==> src/rtl/core/oes_pkg.sv <==
// ----------------------------------------------------------------------------
// oes_pkg
// types, widths and constants shared by the one-euro smoother blocks
// ----------------------------------------------------------------------------
`default_nettype none

package oes_pkg;

    localparam int VALUE_W     = 32;
    localparam int STEP_W      = 20;
    localparam int SPEED_W     = 48;
    localparam int MIN_FC_W    = 16;
    localparam int GAIN_W      = 24;
    localparam int FC_W        = 32;
    localparam int CFG_IDX_W   = 2;
    localparam int CFG_DATA_W  = 24;

    localparam int ALPHA_FRAC  = 24;
    localparam int ALPHA_W     = ALPHA_FRAC + 1;
    localparam int CUT_SHIFT   = 8 + 16;
    localparam int MAG_W       = SPEED_W + 1;

    localparam int MUL_A_W     = 36;
    localparam int MUL_B_W     = 25;
    localparam int MUL_P_W     = MUL_A_W + MUL_B_W;

    localparam int DIV_Q_W     = 52;
    localparam int DIV_D_W     = 56;
    localparam int DIV_CNT_W   = 6;

    localparam logic [DIV_CNT_W-1:0] SPD_ITERS   = 6'd52;
    localparam logic [DIV_CNT_W-1:0] ALPHA_ITERS = 6'd25;

    localparam logic [18:0] TWO_PI_Q16   = 19'd411775;
    localparam logic [19:0] US_PER_S     = 20'd1000000;
    localparam logic [27:0] US_PER_S_Q8  = 28'd256000000;

    localparam logic [ALPHA_W-1:0]  ALPHA_ONE = 25'h1000000;
    localparam logic [DIV_Q_W-1:0]  KEEP_NUM  = {US_PER_S_Q8, 24'd0};
    localparam logic [DIV_D_W-1:0]  KEEP_REM  = DIV_D_W'(KEEP_NUM >> 25);
    localparam logic [DIV_Q_W-1:0]  KEEP_QUO  = KEEP_NUM << 27;

    localparam logic [MIN_FC_W-1:0] MIN_FC_RESET = 16'd256;

    localparam logic [CFG_IDX_W-1:0] CFG_MIN_CUTOFF = 2'd0;
    localparam logic [CFG_IDX_W-1:0] CFG_SPEED_GAIN = 2'd1;

    typedef enum logic [3:0] {
        ST_IDLE,
        ST_SPD_MUL,
        ST_SPD_DIV,
        ST_SPD_WAIT,
        ST_A_U,
        ST_A_HI,
        ST_A_LO,
        ST_A_DIV,
        ST_A_WAIT,
        ST_M_HI,
        ST_M_LO,
        ST_M_SUM,
        ST_C_LO,
        ST_C_HI,
        ST_C_SUM
    } t_state;

    typedef enum logic {
        PH_SPEED,
        PH_OUT
    } t_phase;

    typedef struct packed {
        logic [DIV_D_W-1:0]   rem_init;
        logic [DIV_Q_W-1:0]   quo_init;
        logic [DIV_CNT_W-1:0] iters;
        logic [DIV_D_W-1:0]   den;
    } t_div_cmd;

endpackage

`default_nettype wire

==> src/rtl/core/oes_mul.sv <==
// ----------------------------------------------------------------------------
// oes_mul
// shared unsigned multiplier with registered product
// ----------------------------------------------------------------------------
`default_nettype none

module oes_mul (
    input  wire logic                        i_clk,
    input  wire logic [oes_pkg::MUL_A_W-1:0] i_a,
    input  wire logic [oes_pkg::MUL_B_W-1:0] i_b,
    output logic      [oes_pkg::MUL_P_W-1:0] o_p
);

    logic [oes_pkg::MUL_P_W-1:0] r_p;

    always_ff @(posedge i_clk) begin
        r_p <= oes_pkg::MUL_P_W'(i_a) * oes_pkg::MUL_P_W'(i_b);
    end

    assign o_p = r_p;

endmodule

`default_nettype wire

==> src/rtl/core/oes_div.sv <==
// ----------------------------------------------------------------------------
// oes_div
// restoring divider, one quotient bit per cycle, preloadable remainder
// ----------------------------------------------------------------------------
`default_nettype none

module oes_div (
    input  wire logic                        i_clk,
    input  wire logic                        i_rst_n,
    input  wire logic                        i_start,
    input  wire oes_pkg::t_div_cmd           i_cmd,
    output logic                             o_done,
    output logic      [oes_pkg::DIV_Q_W-1:0] o_quo
);

    logic [oes_pkg::DIV_D_W-1:0]   r_rem;
    logic [oes_pkg::DIV_Q_W-1:0]   r_quo;
    logic [oes_pkg::DIV_D_W-1:0]   r_den;
    logic [oes_pkg::DIV_CNT_W-1:0] r_cnt;
    logic                          r_done;

    logic [oes_pkg::DIV_D_W:0]     trial;
    logic [oes_pkg::DIV_D_W:0]     diff;
    logic                          ge;
    logic [oes_pkg::DIV_D_W-1:0]   n_rem;

    always_comb begin
        trial = {r_rem, r_quo[oes_pkg::DIV_Q_W-1]};
        diff  = trial - {1'b0, r_den};
        ge    = trial >= {1'b0, r_den};
        n_rem = ge ? diff[oes_pkg::DIV_D_W-1:0] : trial[oes_pkg::DIV_D_W-1:0];
    end

    always_ff @(posedge i_clk) begin
        if (!i_rst_n) begin
            r_cnt  <= '0;
            r_done <= 1'b0;
        end else begin
            r_done <= 1'b0;
            if (i_start) begin
                r_cnt <= i_cmd.iters;
            end else if (r_cnt != '0) begin
                r_cnt <= r_cnt - 1'b1;
                if (r_cnt == oes_pkg::DIV_CNT_W'(1)) begin
                    r_done <= 1'b1;
                end
            end
        end
    end

    always_ff @(posedge i_clk) begin
        if (i_start) begin
            r_rem <= i_cmd.rem_init;
            r_quo <= i_cmd.quo_init;
            r_den <= i_cmd.den;
        end else if (r_cnt != '0) begin
            r_rem <= n_rem;
            r_quo <= {r_quo[oes_pkg::DIV_Q_W-2:0], ge};
        end
    end

    assign o_done = r_done;
    assign o_quo  = r_quo;

endmodule

`default_nettype wire

==> src/rtl/core/one_euro_adaptive_smoother_unit.sv <==
// ----------------------------------------------------------------------------
// one_euro_adaptive_smoother_unit
// one-euro filter: speed low-pass at minimum cutoff, sample low-pass at a
// cutoff raised by beta times filtered speed
// ----------------------------------------------------------------------------
//  channel  signals                                   direction
//  in       i_in_valid / o_in_stall, sample, step, clr  in
//  out      o_out_valid / i_out_stall, smoothed         out
//  cfg      i_cfg_valid / o_cfg_ready, index, data      in
//
//  pass-through beats (zero step, first after restart): result valid next cycle
//  a filtered beat has its result valid once the shared divider has run for the
//  speed quotient (52 steps) and for each of the two alphas (25 steps), with
//  multiplier and sequencer steps in between
//  one beat in flight; input stalls until the cycle after the result is taken
//  synchronous active-low reset, no clearing pass
// ----------------------------------------------------------------------------
`default_nettype none

module one_euro_adaptive_smoother_unit (
    input  wire logic                                 i_clk,
    input  wire logic                                 i_rst_n,
    input  wire logic                                 i_in_valid,
    output logic                                      o_in_stall,
    input  wire logic signed [oes_pkg::VALUE_W-1:0]   i_sample_value,
    input  wire logic        [oes_pkg::STEP_W-1:0]    i_step_time_us,
    input  wire logic                                 i_clear_history,
    output logic                                      o_out_valid,
    input  wire logic                                 i_out_stall,
    output logic signed      [oes_pkg::VALUE_W-1:0]   o_smoothed_value,
    input  wire logic                                 i_cfg_valid,
    output logic                                      o_cfg_ready,
    input  wire logic        [oes_pkg::CFG_IDX_W-1:0] i_cfg_index,
    input  wire logic        [oes_pkg::CFG_DATA_W-1:0] i_cfg_data
);

    oes_pkg::t_state r_state, n_state;
    oes_pkg::t_phase r_phase;

    logic        [oes_pkg::MIN_FC_W-1:0] r_min_fc;
    logic        [oes_pkg::GAIN_W-1:0]   r_gain;
    logic signed [oes_pkg::VALUE_W-1:0]  r_x;
    logic        [oes_pkg::STEP_W-1:0]   r_dt;
    logic signed [oes_pkg::VALUE_W-1:0]  r_prev_out;
    logic signed [oes_pkg::SPEED_W-1:0]  r_prev_spd;
    logic                                r_hist;
    logic signed [oes_pkg::SPEED_W-1:0]  r_dx;
    logic        [oes_pkg::FC_W-1:0]     r_fc;
    logic        [oes_pkg::DIV_Q_W-1:0]  r_u;
    logic        [oes_pkg::DIV_D_W-1:0]  r_w;
    logic        [oes_pkg::ALPHA_W-1:0]  r_alpha;
    logic        [oes_pkg::MAG_W-1:0]    r_part;
    logic        [55:0]                  r_plo;
    logic                                r_out_valid;
    logic signed [oes_pkg::VALUE_W-1:0]  r_out_data;

    logic                                in_accept;
    logic                                hist_eff;
    logic        [oes_pkg::MUL_A_W-1:0]  mul_a;
    logic        [oes_pkg::MUL_B_W-1:0]  mul_b;
    logic        [oes_pkg::MUL_P_W-1:0]  mul_p;
    logic                                div_start;
    oes_pkg::t_div_cmd                   div_cmd;
    logic                                div_done;
    logic        [oes_pkg::DIV_Q_W-1:0]  div_quo;

    logic signed [oes_pkg::VALUE_W:0]    spd_diff;
    logic                                spd_neg;
    logic        [oes_pkg::VALUE_W:0]    spd_mag;
    logic        [oes_pkg::SPEED_W-1:0]  sat_mag;
    logic signed [oes_pkg::SPEED_W-1:0]  dx_val;

    logic signed [oes_pkg::SPEED_W-1:0]  mv_prev;
    logic signed [oes_pkg::SPEED_W-1:0]  mv_target;
    logic signed [oes_pkg::MAG_W-1:0]    mv_diff;
    logic                                mv_neg;
    logic        [oes_pkg::MAG_W-1:0]    mv_mag;
    logic        [oes_pkg::MAG_W-1:0]    mv_part;
    logic        [oes_pkg::MAG_W-1:0]    mv_res;

    logic        [oes_pkg::SPEED_W-1:0]  emag;
    logic        [oes_pkg::MAG_W-1:0]    cut_term;
    logic        [oes_pkg::MAG_W:0]      cut_sum;
    logic        [oes_pkg::FC_W-1:0]     cut_val;

    logic        [oes_pkg::DIV_D_W-1:0]  alpha_den;

    assign in_accept   = i_in_valid && !o_in_stall;
    assign hist_eff    = r_hist && !i_clear_history;
    assign o_in_stall  = !i_rst_n || (r_state != oes_pkg::ST_IDLE) || r_out_valid;
    assign o_cfg_ready = i_rst_n;
    assign o_out_valid = r_out_valid;
    assign o_smoothed_value = r_out_data;

    oes_mul u_mul (
        .i_clk (i_clk),
        .i_a   (mul_a),
        .i_b   (mul_b),
        .o_p   (mul_p)
    );

    oes_div u_div (
        .i_clk   (i_clk),
        .i_rst_n (i_rst_n),
        .i_start (div_start),
        .i_cmd   (div_cmd),
        .o_done  (div_done),
        .o_quo   (div_quo)
    );

    // speed quotient and saturation
    always_comb begin
        spd_diff = {r_x[oes_pkg::VALUE_W-1], r_x}
                 - {r_prev_out[oes_pkg::VALUE_W-1], r_prev_out};
        spd_neg  = spd_diff[oes_pkg::VALUE_W];
        spd_mag  = spd_neg ? -spd_diff : spd_diff;
        if (spd_neg) begin
            sat_mag = (div_quo > {4'd0, 1'b1, 47'd0}) ? {1'b1, 47'd0}
                                                     : div_quo[oes_pkg::SPEED_W-1:0];
            dx_val  = -sat_mag;
        end else begin
            sat_mag = (div_quo > {5'd0, {47{1'b1}}}) ? {1'b0, {47{1'b1}}}
                                                     : div_quo[oes_pkg::SPEED_W-1:0];
            dx_val  = sat_mag;
        end
    end

    // move toward target by alpha
    always_comb begin
        if (r_phase == oes_pkg::PH_SPEED) begin
            mv_prev   = r_prev_spd;
            mv_target = r_dx;
        end else begin
            mv_prev   = oes_pkg::SPEED_W'(r_prev_out);
            mv_target = oes_pkg::SPEED_W'(r_x);
        end
        mv_diff = {mv_target[oes_pkg::SPEED_W-1], mv_target}
                - {mv_prev[oes_pkg::SPEED_W-1], mv_prev};
        mv_neg  = mv_diff[oes_pkg::MAG_W-1];
        mv_mag  = mv_neg ? -mv_diff : mv_diff;
        mv_part = r_part + oes_pkg::MAG_W'(mul_p[48:24]);
        mv_res  = mv_neg ? {mv_prev[oes_pkg::SPEED_W-1], mv_prev} - mv_part
                         : {mv_prev[oes_pkg::SPEED_W-1], mv_prev} + mv_part;
    end

    // cutoff from filtered speed, and alpha divisor
    always_comb begin
        emag     = r_prev_spd[oes_pkg::SPEED_W-1] ? -r_prev_spd : r_prev_spd;
        cut_term = oes_pkg::MAG_W'({mul_p[39:0], 8'd0})
                 + oes_pkg::MAG_W'(r_plo[55:oes_pkg::CUT_SHIFT]);
        cut_sum  = oes_pkg::MAG_W'(r_min_fc) + (oes_pkg::MAG_W + 1)'(cut_term);
        cut_val  = (cut_sum[oes_pkg::MAG_W:oes_pkg::FC_W] != '0) ? '1
                                                                 : cut_sum[oes_pkg::FC_W-1:0];
        alpha_den = r_w + oes_pkg::DIV_D_W'(mul_p[34:16])
                  + oes_pkg::DIV_D_W'(oes_pkg::US_PER_S_Q8);
    end

    // multiplier operands and divider commands
    always_comb begin
        mul_a     = '0;
        mul_b     = '0;
        div_start = 1'b0;
        div_cmd   = '0;
        unique case (r_state)
            oes_pkg::ST_SPD_MUL: begin
                mul_a = oes_pkg::MUL_A_W'(spd_mag);
                mul_b = oes_pkg::MUL_B_W'(oes_pkg::US_PER_S);
            end
            oes_pkg::ST_SPD_DIV: begin
                div_start        = 1'b1;
                div_cmd.rem_init = '0;
                div_cmd.quo_init = mul_p[oes_pkg::DIV_Q_W-1:0];
                div_cmd.iters    = oes_pkg::SPD_ITERS;
                div_cmd.den      = oes_pkg::DIV_D_W'(r_dt);
            end
            oes_pkg::ST_A_U: begin
                mul_a = oes_pkg::MUL_A_W'(r_fc);
                mul_b = oes_pkg::MUL_B_W'(r_dt);
            end
            oes_pkg::ST_A_HI: begin
                mul_a = mul_p[51:16];
                mul_b = oes_pkg::MUL_B_W'(oes_pkg::TWO_PI_Q16);
            end
            oes_pkg::ST_A_LO: begin
                mul_a = oes_pkg::MUL_A_W'(r_u[15:0]);
                mul_b = oes_pkg::MUL_B_W'(oes_pkg::TWO_PI_Q16);
            end
            oes_pkg::ST_A_DIV: begin
                div_start        = 1'b1;
                div_cmd.rem_init = oes_pkg::KEEP_REM;
                div_cmd.quo_init = oes_pkg::KEEP_QUO;
                div_cmd.iters    = oes_pkg::ALPHA_ITERS;
                div_cmd.den      = alpha_den;
            end
            oes_pkg::ST_M_HI: begin
                mul_a = oes_pkg::MUL_A_W'(mv_mag[48:24]);
                mul_b = r_alpha;
            end
            oes_pkg::ST_M_LO: begin
                mul_a = oes_pkg::MUL_A_W'(mv_mag[23:0]);
                mul_b = r_alpha;
            end
            oes_pkg::ST_C_LO: begin
                mul_a = oes_pkg::MUL_A_W'(emag[31:0]);
                mul_b = oes_pkg::MUL_B_W'(r_gain);
            end
            oes_pkg::ST_C_HI: begin
                mul_a = oes_pkg::MUL_A_W'(emag[47:32]);
                mul_b = oes_pkg::MUL_B_W'(r_gain);
            end
            default: begin
                mul_a = '0;
            end
        endcase
    end

    // sequencer
    always_comb begin
        n_state = r_state;
        unique case (r_state)
            oes_pkg::ST_IDLE: begin
                if (in_accept && (i_step_time_us != '0) && hist_eff) begin
                    n_state = oes_pkg::ST_SPD_MUL;
                end
            end
            oes_pkg::ST_SPD_MUL:  n_state = oes_pkg::ST_SPD_DIV;
            oes_pkg::ST_SPD_DIV:  n_state = oes_pkg::ST_SPD_WAIT;
            oes_pkg::ST_SPD_WAIT: begin
                if (div_done) begin
                    n_state = oes_pkg::ST_A_U;
                end
            end
            oes_pkg::ST_A_U:      n_state = oes_pkg::ST_A_HI;
            oes_pkg::ST_A_HI:     n_state = oes_pkg::ST_A_LO;
            oes_pkg::ST_A_LO:     n_state = oes_pkg::ST_A_DIV;
            oes_pkg::ST_A_DIV:    n_state = oes_pkg::ST_A_WAIT;
            oes_pkg::ST_A_WAIT: begin
                if (div_done) begin
                    n_state = oes_pkg::ST_M_HI;
                end
            end
            oes_pkg::ST_M_HI:     n_state = oes_pkg::ST_M_LO;
            oes_pkg::ST_M_LO:     n_state = oes_pkg::ST_M_SUM;
            oes_pkg::ST_M_SUM: begin
                n_state = (r_phase == oes_pkg::PH_SPEED) ? oes_pkg::ST_C_LO
                                                         : oes_pkg::ST_IDLE;
            end
            oes_pkg::ST_C_LO:     n_state = oes_pkg::ST_C_HI;
            oes_pkg::ST_C_HI:     n_state = oes_pkg::ST_C_SUM;
            oes_pkg::ST_C_SUM:    n_state = oes_pkg::ST_A_U;
            default:              n_state = oes_pkg::ST_IDLE;
        endcase
    end

    always_ff @(posedge i_clk) begin
        if (!i_rst_n) begin
            r_state <= oes_pkg::ST_IDLE;
        end else begin
            r_state <= n_state;
        end
    end

    // control and filter state
    always_ff @(posedge i_clk) begin
        if (!i_rst_n) begin
            r_min_fc    <= oes_pkg::MIN_FC_RESET;
            r_gain      <= '0;
            r_prev_out  <= '0;
            r_prev_spd  <= '0;
            r_hist      <= 1'b0;
            r_out_valid <= 1'b0;
        end else begin
            if (i_cfg_valid && o_cfg_ready) begin
                if (i_cfg_index == oes_pkg::CFG_MIN_CUTOFF) begin
                    r_min_fc <= i_cfg_data[oes_pkg::MIN_FC_W-1:0];
                end else if (i_cfg_index == oes_pkg::CFG_SPEED_GAIN) begin
                    r_gain <= i_cfg_data;
                end
            end
            if (r_out_valid && !i_out_stall) begin
                r_out_valid <= 1'b0;
            end
            if (in_accept) begin
                if (i_step_time_us == '0) begin
                    if (i_clear_history) begin
                        r_hist     <= 1'b0;
                        r_prev_out <= '0;
                        r_prev_spd <= '0;
                    end
                    r_out_valid <= 1'b1;
                end else if (!hist_eff) begin
                    r_prev_out  <= i_sample_value;
                    r_prev_spd  <= '0;
                    r_hist      <= 1'b1;
                    r_out_valid <= 1'b1;
                end
            end
            if (r_state == oes_pkg::ST_M_SUM) begin
                if (r_phase == oes_pkg::PH_SPEED) begin
                    r_prev_spd <= mv_res[oes_pkg::SPEED_W-1:0];
                end else begin
                    r_prev_out  <= mv_res[oes_pkg::VALUE_W-1:0];
                    r_out_valid <= 1'b1;
                end
            end
        end
    end

    // working registers
    always_ff @(posedge i_clk) begin
        if (in_accept) begin
            r_x        <= i_sample_value;
            r_dt       <= i_step_time_us;
            r_out_data <= i_sample_value;
        end
        unique case (r_state)
            oes_pkg::ST_SPD_WAIT: begin
                r_dx    <= dx_val;
                r_fc    <= oes_pkg::FC_W'(r_min_fc);
                r_phase <= oes_pkg::PH_SPEED;
            end
            oes_pkg::ST_A_HI:   r_u     <= mul_p[oes_pkg::DIV_Q_W-1:0];
            oes_pkg::ST_A_LO:   r_w     <= mul_p[oes_pkg::DIV_D_W-1:0];
            oes_pkg::ST_A_WAIT: r_alpha <= oes_pkg::ALPHA_ONE - div_quo[oes_pkg::ALPHA_W-1:0];
            oes_pkg::ST_M_LO:   r_part  <= mul_p[oes_pkg::MAG_W-1:0];
            oes_pkg::ST_M_SUM: begin
                if (r_phase == oes_pkg::PH_OUT) begin
                    r_out_data <= mv_res[oes_pkg::VALUE_W-1:0];
                end
            end
            oes_pkg::ST_C_HI:   r_plo   <= mul_p[55:0];
            oes_pkg::ST_C_SUM: begin
                r_fc    <= cut_val;
                r_phase <= oes_pkg::PH_OUT;
            end
            default: begin
            end
        endcase
    end

endmodule

`default_nettype wire

==> config.mk <==
export PLATFORM = sky130hd
export DESIGN_NAME = one_euro_adaptive_smoother_unit
export DESIGN_NICKNAME = d
export VERILOG_FILES = /design/src/rtl/core/oes_pkg.sv /design/src/rtl/core/oes_mul.sv /design/src/rtl/core/oes_div.sv /design/src/rtl/core/one_euro_adaptive_smoother_unit.sv
export SDC_FILE = /design/constraint.sdc
export NUM_CORES = 2
export LEC_CHECK = 0
export BUFFER_PORTS_ARGS = -buffer_cell sky130_fd_sc_hd__buf_2
export CAP_MARGIN = 20
export CORE_ASPECT_RATIO = 1.75
export CORE_MARGIN = 4
export CORE_UTILIZATION = 51
export CTS_BUF_LIST = sky130_fd_sc_hd__clkbuf_2
export CTS_CLUSTER_DIAMETER = 100
export DETAILED_ROUTE_END_ITERATION = 8
export PLACE_DENSITY = 0.75
export SETUP_SLACK_MARGIN = 0.3
export SLEW_MARGIN = 0
export SYNTH_ARGS = -nofsm -noshare
export SYNTH_HDL_FRONTEND = slang
export SYNTH_SLANG_ARGS = --single-unit
==> constraint.sdc <==
create_clock -name i_clk -period 32.6 [get_ports i_clk]
set_input_delay 0 -clock i_clk [delete_from_list [all_inputs] [get_ports i_clk]]
set_output_delay 0 -clock i_clk [all_outputs]
set_load 0.01 [all_outputs]
### After elaboration in Yosys (flattened, before gate mapping)

Index checks and enable logic that the tools add are counted.

* register bits: 719
* logic and storage cells: 151

* reductions and logical operators: 30
* add/sub/neg operators: 16
* magnitude comparators: 3
* multipliers: 1
* equality and inequality tests: 21
* bitwise gates (word level): 3
* multiplexer cells: 53

Operators with widths (count)
* $mux W48: 13
* $mux W32: 10
* $pmux W36 S8: 1
* $pmux W141 S2: 1
* $mux W56: 3
* $pmux W25 S5: 1
* $mux W52: 2
* $neg A48 Y48: 2
* $pmux W32 S2: 1
* $pmux W4 S15: 1
* $ge A57 B56 Y1: 1
* $add A56 B19 Y56: 1
* $add A56 B28 Y56 const B: 1
* $mul A36 B25 Y56: 1
* $sub A56 B56 Y56: 1
* $gt A52 B47 Y1 const B: 1
* $gt A52 B48 Y1 const B: 1
* $add A16 B49 Y50: 1
* $add A48 B32 Y49: 1
* $mux W49: 1
* $neg A49 Y49: 1
* $sub A48 B48 Y49: 1
* $add A48 B25 Y48: 1
* $add A48 B48 Y48: 1
* other kinds (34): 78

### Longest topological paths before layout

* depth after elaboration: 9
* depth in mapped cells: 50

### Modules after synthesis

Synthesis repeated with hierarchy kept, for this count alone.

* cells, all modules: 8920
* area total of the unflattened synthesis: 79117.1 µm²

Modules (own cells, without submodules)
* one_euro_adaptive_smoother_unit: area each 38533.2 µm², cells each 4561, seq. area each 12472.0 µm², instances 1
* oes_mul: area each 29997.5 µm², cells each 3312, seq. area each 1221.2 µm², instances 1
* oes_div: area each 10586.4 µm², cells each 1047, seq. area each 5064.9 µm², instances 1

### Least setup slack after synthesis

No wires, ideal clock.

* path kind: register -> register
* from: reg r_phase
* to: reg u_mul.r_p, in the netlist u_mul.o_p[54]
* setup slack: 21.116 ns
* arrival: 11.357 ns
* period minus slack after synthesis: 11.484 ns
* buffers on the path: 4
* cell stages (with the launch flop): 44
* setup time: 0.127 ns
* cell sequence: edfxtp_1 -> clkbuf_1 -> buf_1 -> buf_1 -> mux2i_1 -> ha_1 -> a21o_1 -> a211o_1 -> or4_4 -> and3_4 -> nor2_2 -> xnor2_1 -> or4b_4 -> a2111oi_4 -> a41oi_1 -> xnor2_1 -> o21ai_1 -> clkbuf_1 -> (+8 left out) -> inv_1 -> fa_1 -> inv_1 -> fa_1 -> fa_1 -> ha_1 -> and3_1 -> and2_1 -> a221oi_1 -> nand4_1 -> a31oi_1 -> o31ai_1 -> nand3_1 -> nand2_1 -> a21o_1 -> a21oi_1 -> o221ai_1 -> xor2_1

* longest elaborated chain between the ends: 6
* elaborated cells between the ends (all ways): 7
* those cells by class: 2 x add/sub; 1 x mul; 4 x mux

Ends and longest elaborated chain
* start: declaration: line one_euro_adaptive_smoother_unit.sv:38 `oes_pkg::t_phase r_phase;`
* start signal: assignment: line one_euro_adaptive_smoother_unit.sv:320 `r_phase <= oes_pkg::PH_SPEED;`
* start signal: assignment: line one_euro_adaptive_smoother_unit.sv:334 `r_phase <= oes_pkg::PH_OUT;`
* $mux W48: line one_euro_adaptive_smoother_unit.sv:130 `if (r_phase == oes_pkg::PH_SPEED) begin`
* $sub A48 B48 Y49 *: line one_euro_adaptive_smoother_unit.sv:138 `- {mv_prev[oes_pkg::SPEED_W-1], mv_prev};`
* $neg A49 Y49: line one_euro_adaptive_smoother_unit.sv:140 `mv_mag = mv_neg ? -mv_diff : mv_diff;`
* $mux W49 *: line one_euro_adaptive_smoother_unit.sv:140
* $pmux W36 S8 *: line one_euro_adaptive_smoother_unit.sv:164 `unique case (r_state)`
* $mul A36 B25 Y56 *: line oes_mul.sv:17 `r_p <= oes_pkg::MUL_P_W'(i_a) * oes_pkg::MUL_P_W'(i_b);`
* end signal: assignment: line oes_mul.sv:17
* end: declaration: line oes_mul.sv:14 `logic [oes_pkg::MUL_P_W-1:0] r_p;`

Mark *: on every way between the ends. The rest lies on a longest branch, timed or not.
A chain may end at the register's enable or synchronous reset.

### Worst setup path after layout

Ends and elaborated chain as after synthesis.

==> impl_metrics.json <==
{
  "min_path_cells": 3,
  "rows": 190,
  "dp_slack_ns": 18.72,
  "wirelength_um": 333000,
  "start_util_pct": 51.2,
  "setup_slack_ns": 18.25,
  "finalSetupViolCount": 0,
  "firstDrtPassIters": 9,
  "slew_violations": 0,
  "violations": "design-rule violations",
  "rsz0062_at_grt": "false",
  "vdd_ir_drop_max_uv": 72.3,
  "crit_fanout": 25,
  "yosys_warnings": 0,
  "core_area_sq_um": 153000,
  "cp-end-kind": "flip-flop",
  "crit_required_ns": 33.84,
  "finalNetCount": 10600,
  "timing.final.crit_period_ns": 14.35,
  "synth-seq-cells": 695,
  "status": "finished, violations left",
  "synth_area_sq_um": 78400,
  "cpPeakStageDelay_ns": 0.96,
  "hold_path_end": "r_x[14]",
  "ys_top_cells_by_area": "fa_1 (20%), edfxtp_1 (18%), ha_1 (7.7%)",
  "p_leak_uw": 0.0384,
  "reg2reg_to": "u_mul.o_p[54]",
  "htreeDepth": 4,
  "path_clk_slew_ns": 0.18,
  "max_freq_ghz": 0.0697,
  "antenna_left": 0,
  "cts-root-buf": "clkbuf_2",
  "grt_first_pass_wirelength_um": 481000,
  "grt_pass1_vias": 74700,
  "rr_worst_depth": 43,
  "synthToLayoutAreaGrowth_pct": 9.82,
  "p_per_area_nw_per_um2": 73.8,
  "postCtsSetupRepairBufs": 0,
  "dp_hpwl_um": 255000,
  "max-slew-margin-rel_pct": 11.9,
  "num_vias": 73100,
  "fill_cells": 13800,
  "hold_path.class": "in -> reg",
  "drcViolationCount": 7,
  "cts_num_sinks": 695,
  "die_x_um": 304,
  "grt_max_degree": 82,
  "async_flop_share_pct": 0,
  "ys_types": 108,
  "cts_tree": "done",
  "ff2ff_setup_slack_ns": 18.25,
  "synth_commonest_cells": "inv_1 (1211), nand2_1 (959), fa_1 (786), a21oi_1 (506), nor2_1 (499)",
  "gr-total-overflow": 0,
  "reg2reg_from": "r_phase",
  "ios": 119,
  "worst_slew_pin_slew_ns": 1.30,
  "clock_skew_ns": 0.208,
  "clockBufferDepth": 4,
  "drtIter0Drc": 7623,
  "synth_cells": 8883,
  "synth-edff-count": 474,
  "cts_hold_buf": 256,
  "fp.dieH_um": 527,
  "timing.setup.tns_ns": 0,
  "portBuffers": 118,
  "ys_seq_area_share_pct": 23.8,
  "antenna_found_initial": 43,
  "gp_congestion": 1.10,
  "vias_per_cell": 6.40,
  "routedWlPerCell_um": 29.2,
  "fin_crit_sh_pct": 44.0,
  "synth_top_cell_by_area": "fa_1",
  "synthesis.area_per_instance_sq_um": 8.83,
  "arrival_ns": 15.59,
  "synth_top_area_share_pct": 20.1,
  "insertion_delay_ns": 1.49,
  "grt_use_total_pct": 40.5,
  "path_class": "reg -> reg",
  "cts_resized": 0,
  "crit_path_start_kind": "flip-flop",
  "crit_slowest_cell": "nor2_1",
  "hold_violations": 0,
  "power_uw": 6350,
  "crit_path_frequent_cell": "fa_1",
  "synthFlopType": "edfxtp_1",
  "cts-buffers-inserted": 166,
  "die_area_sq_um": 160000,
  "drive_gt1_share_pct": 7.93,
  "synth.most_common_cell": "inv_1",
  "cap_violations": 0,
  "min_from": "i_sample_value[14]"
}
cells by family (layout without fill, tap and decap cells):
kind of cell	after synthesis	in the layout	synth area share, %
simple gates	2568	2568	15.6
compound gates	2071	2071	17.5
buf+inv	1647	2071	8.03
fa+ha+maj	1268	1268	27.8
flops	695	695	23.8
xor+xnor	482	482	5.40
mux	150	150	1.97
other cells	2	88	0.00958
worst max-delay path, delay by kind of cell (launching register included):
family / cells / cell delay (ns)
AO/OA/AOI/OAI: 12 / 3.40
XOR/XNOR: 2 / 0.48
adder cells (fa/ha/maj): 9 / 4.50
buffers and inverters: 8 / 1.70
flip-flops: 1 / 0.34
AND/OR/NAND/NOR: 12 / 3.76
sequential cells by signal, summed over array words and instances (netlist names), 4 cells and up:
signal	flops
r_state	4
r_prev_out	32
r_gain	24
u_div.r_rem	56
u_div.o_quo	52
r_u	16
r_w	56
r_alpha	25
r_dx	48
r_part	48
u_div.r_cnt	6
r_x	32
u_div.r_den	56
u_mul.o_p	56
r_dt	20
o_smoothed_value	32
r_min_fc	16
r_plo	32
r_fc	32
r_prev_spd	48
cells in the final DEF (no fill, tap or decap), types with 43 or more instances in the layout:
| cell type | synthesis | layout |
|---|---|---|
| a211oi_1 | 46 | 46 |
| a21boi_0 | 89 | 89 |
| a21o_1 | 172 | 172 |
| a21oi_1 | 506 | 502 |
| a22o_1 | 59 | 59 |
| a31oi_1 | 128 | 128 |
| and2_1 | 254 | 253 |
| and3_1 | 70 | 70 |
| buf_2 | 30 | 117 |
| buf_4 | 6 | 186 |
| clkbuf_2 | 3 | 230 |
| conb_1 | 2 | 45 |
| dfxtp_1 | 221 | 221 |
| diode_2 | 0 | 43 |
| dlygate4sd3_1 | 0 | 256 |
| edfxtp_1 | 474 | 474 |
| fa_1 | 786 | 786 |
| ha_1 | 482 | 482 |
| inv_1 | 1211 | 1210 |
| mux2i_1 | 117 | 116 |
| nand2_1 | 959 | 957 |
| nand2b_1 | 54 | 54 |
| nand3_1 | 189 | 186 |
| nand4_1 | 82 | 82 |
| nor2_1 | 499 | 494 |
| nor2b_1 | 57 | 57 |
| nor3_1 | 152 | 146 |
| o211ai_1 | 53 | 53 |
| o21a_1 | 90 | 90 |
| o21ai_0 | 388 | 384 |
| o21bai_1 | 56 | 55 |
| o31ai_1 | 55 | 54 |
| or3_1 | 81 | 81 |
| xnor2_1 | 290 | 289 |
| xor2_1 | 191 | 191 |
power breakdown:
group | internal (uW) | switching (uW) | total (uW)
registers | 1230 | 207 | 1440
logic | 1420 | 2800 | 4220
clock network | 287 | 406 | 693
total | 2940 | 3410 | 6350
area by class of cell:
class	instances	area, sq um	area share [%]
Clock buffer	230	1150	1.34
Tap cell	2016	2520	2.93
Antenna cell	43	108	0.125
Timing Repair Buffer	564	4630	5.38
Clock inverter	62	573	0.665
Multi-Input combinational cell	6584	53900	62.6
Inverter	1215	4560	5.30
Sequential cell	695	18700	21.7
per-stage QoR:
step | instances | hold slack (ns) | instance area (sq um) | utilization (%)
6_report | 11400 | 0.0569 | 86100 | 56.2
5_1_grt | 11400 | 0.0531 | 86000 | 56.2
4_1_cts | 11400 | 0.00129 | 85900 | 56.1
3_5_place_dp | 10800 | 0.208 | 81600 | 53.3
3_3_place_gp | 10800 | 0.210 | 81600 | 53.3
2_1_floorplan | 8926 | 0.0918 | 78600 | -
how the worst max path moves through the flow:
| stage | startpoint | endpoint | slack, ns | depth (start not counted) |
|---|---|---|---|---|
| CTS | r_phase | u_mul.o_p[54] | 18.69 | 43 |
| detailed placement | r_phase | u_mul.o_p[54] | 18.72 | 43 |
| global route | r_phase | u_mul.o_p[54] | 17.70 | 43 |
| floorplan | r_phase | u_mul.o_p[54] | 21.12 | 43 |
| finish | r_phase | u_mul.o_p[54] | 18.25 | 43 |
| global placement | r_phase | u_mul.o_p[54] | 18.91 | 43 |
routing by layer:
layer	global-route usage, %	up-vias	routed length (um)
met4	42.3	12	43500
met3	8.51	1730	31400
met5	0	-	67
li1	-	31100	-
met2	66.3	4797	154000
met1	41.9	35400	104000
No activity file was read; power rests on OpenSTA's default activity.
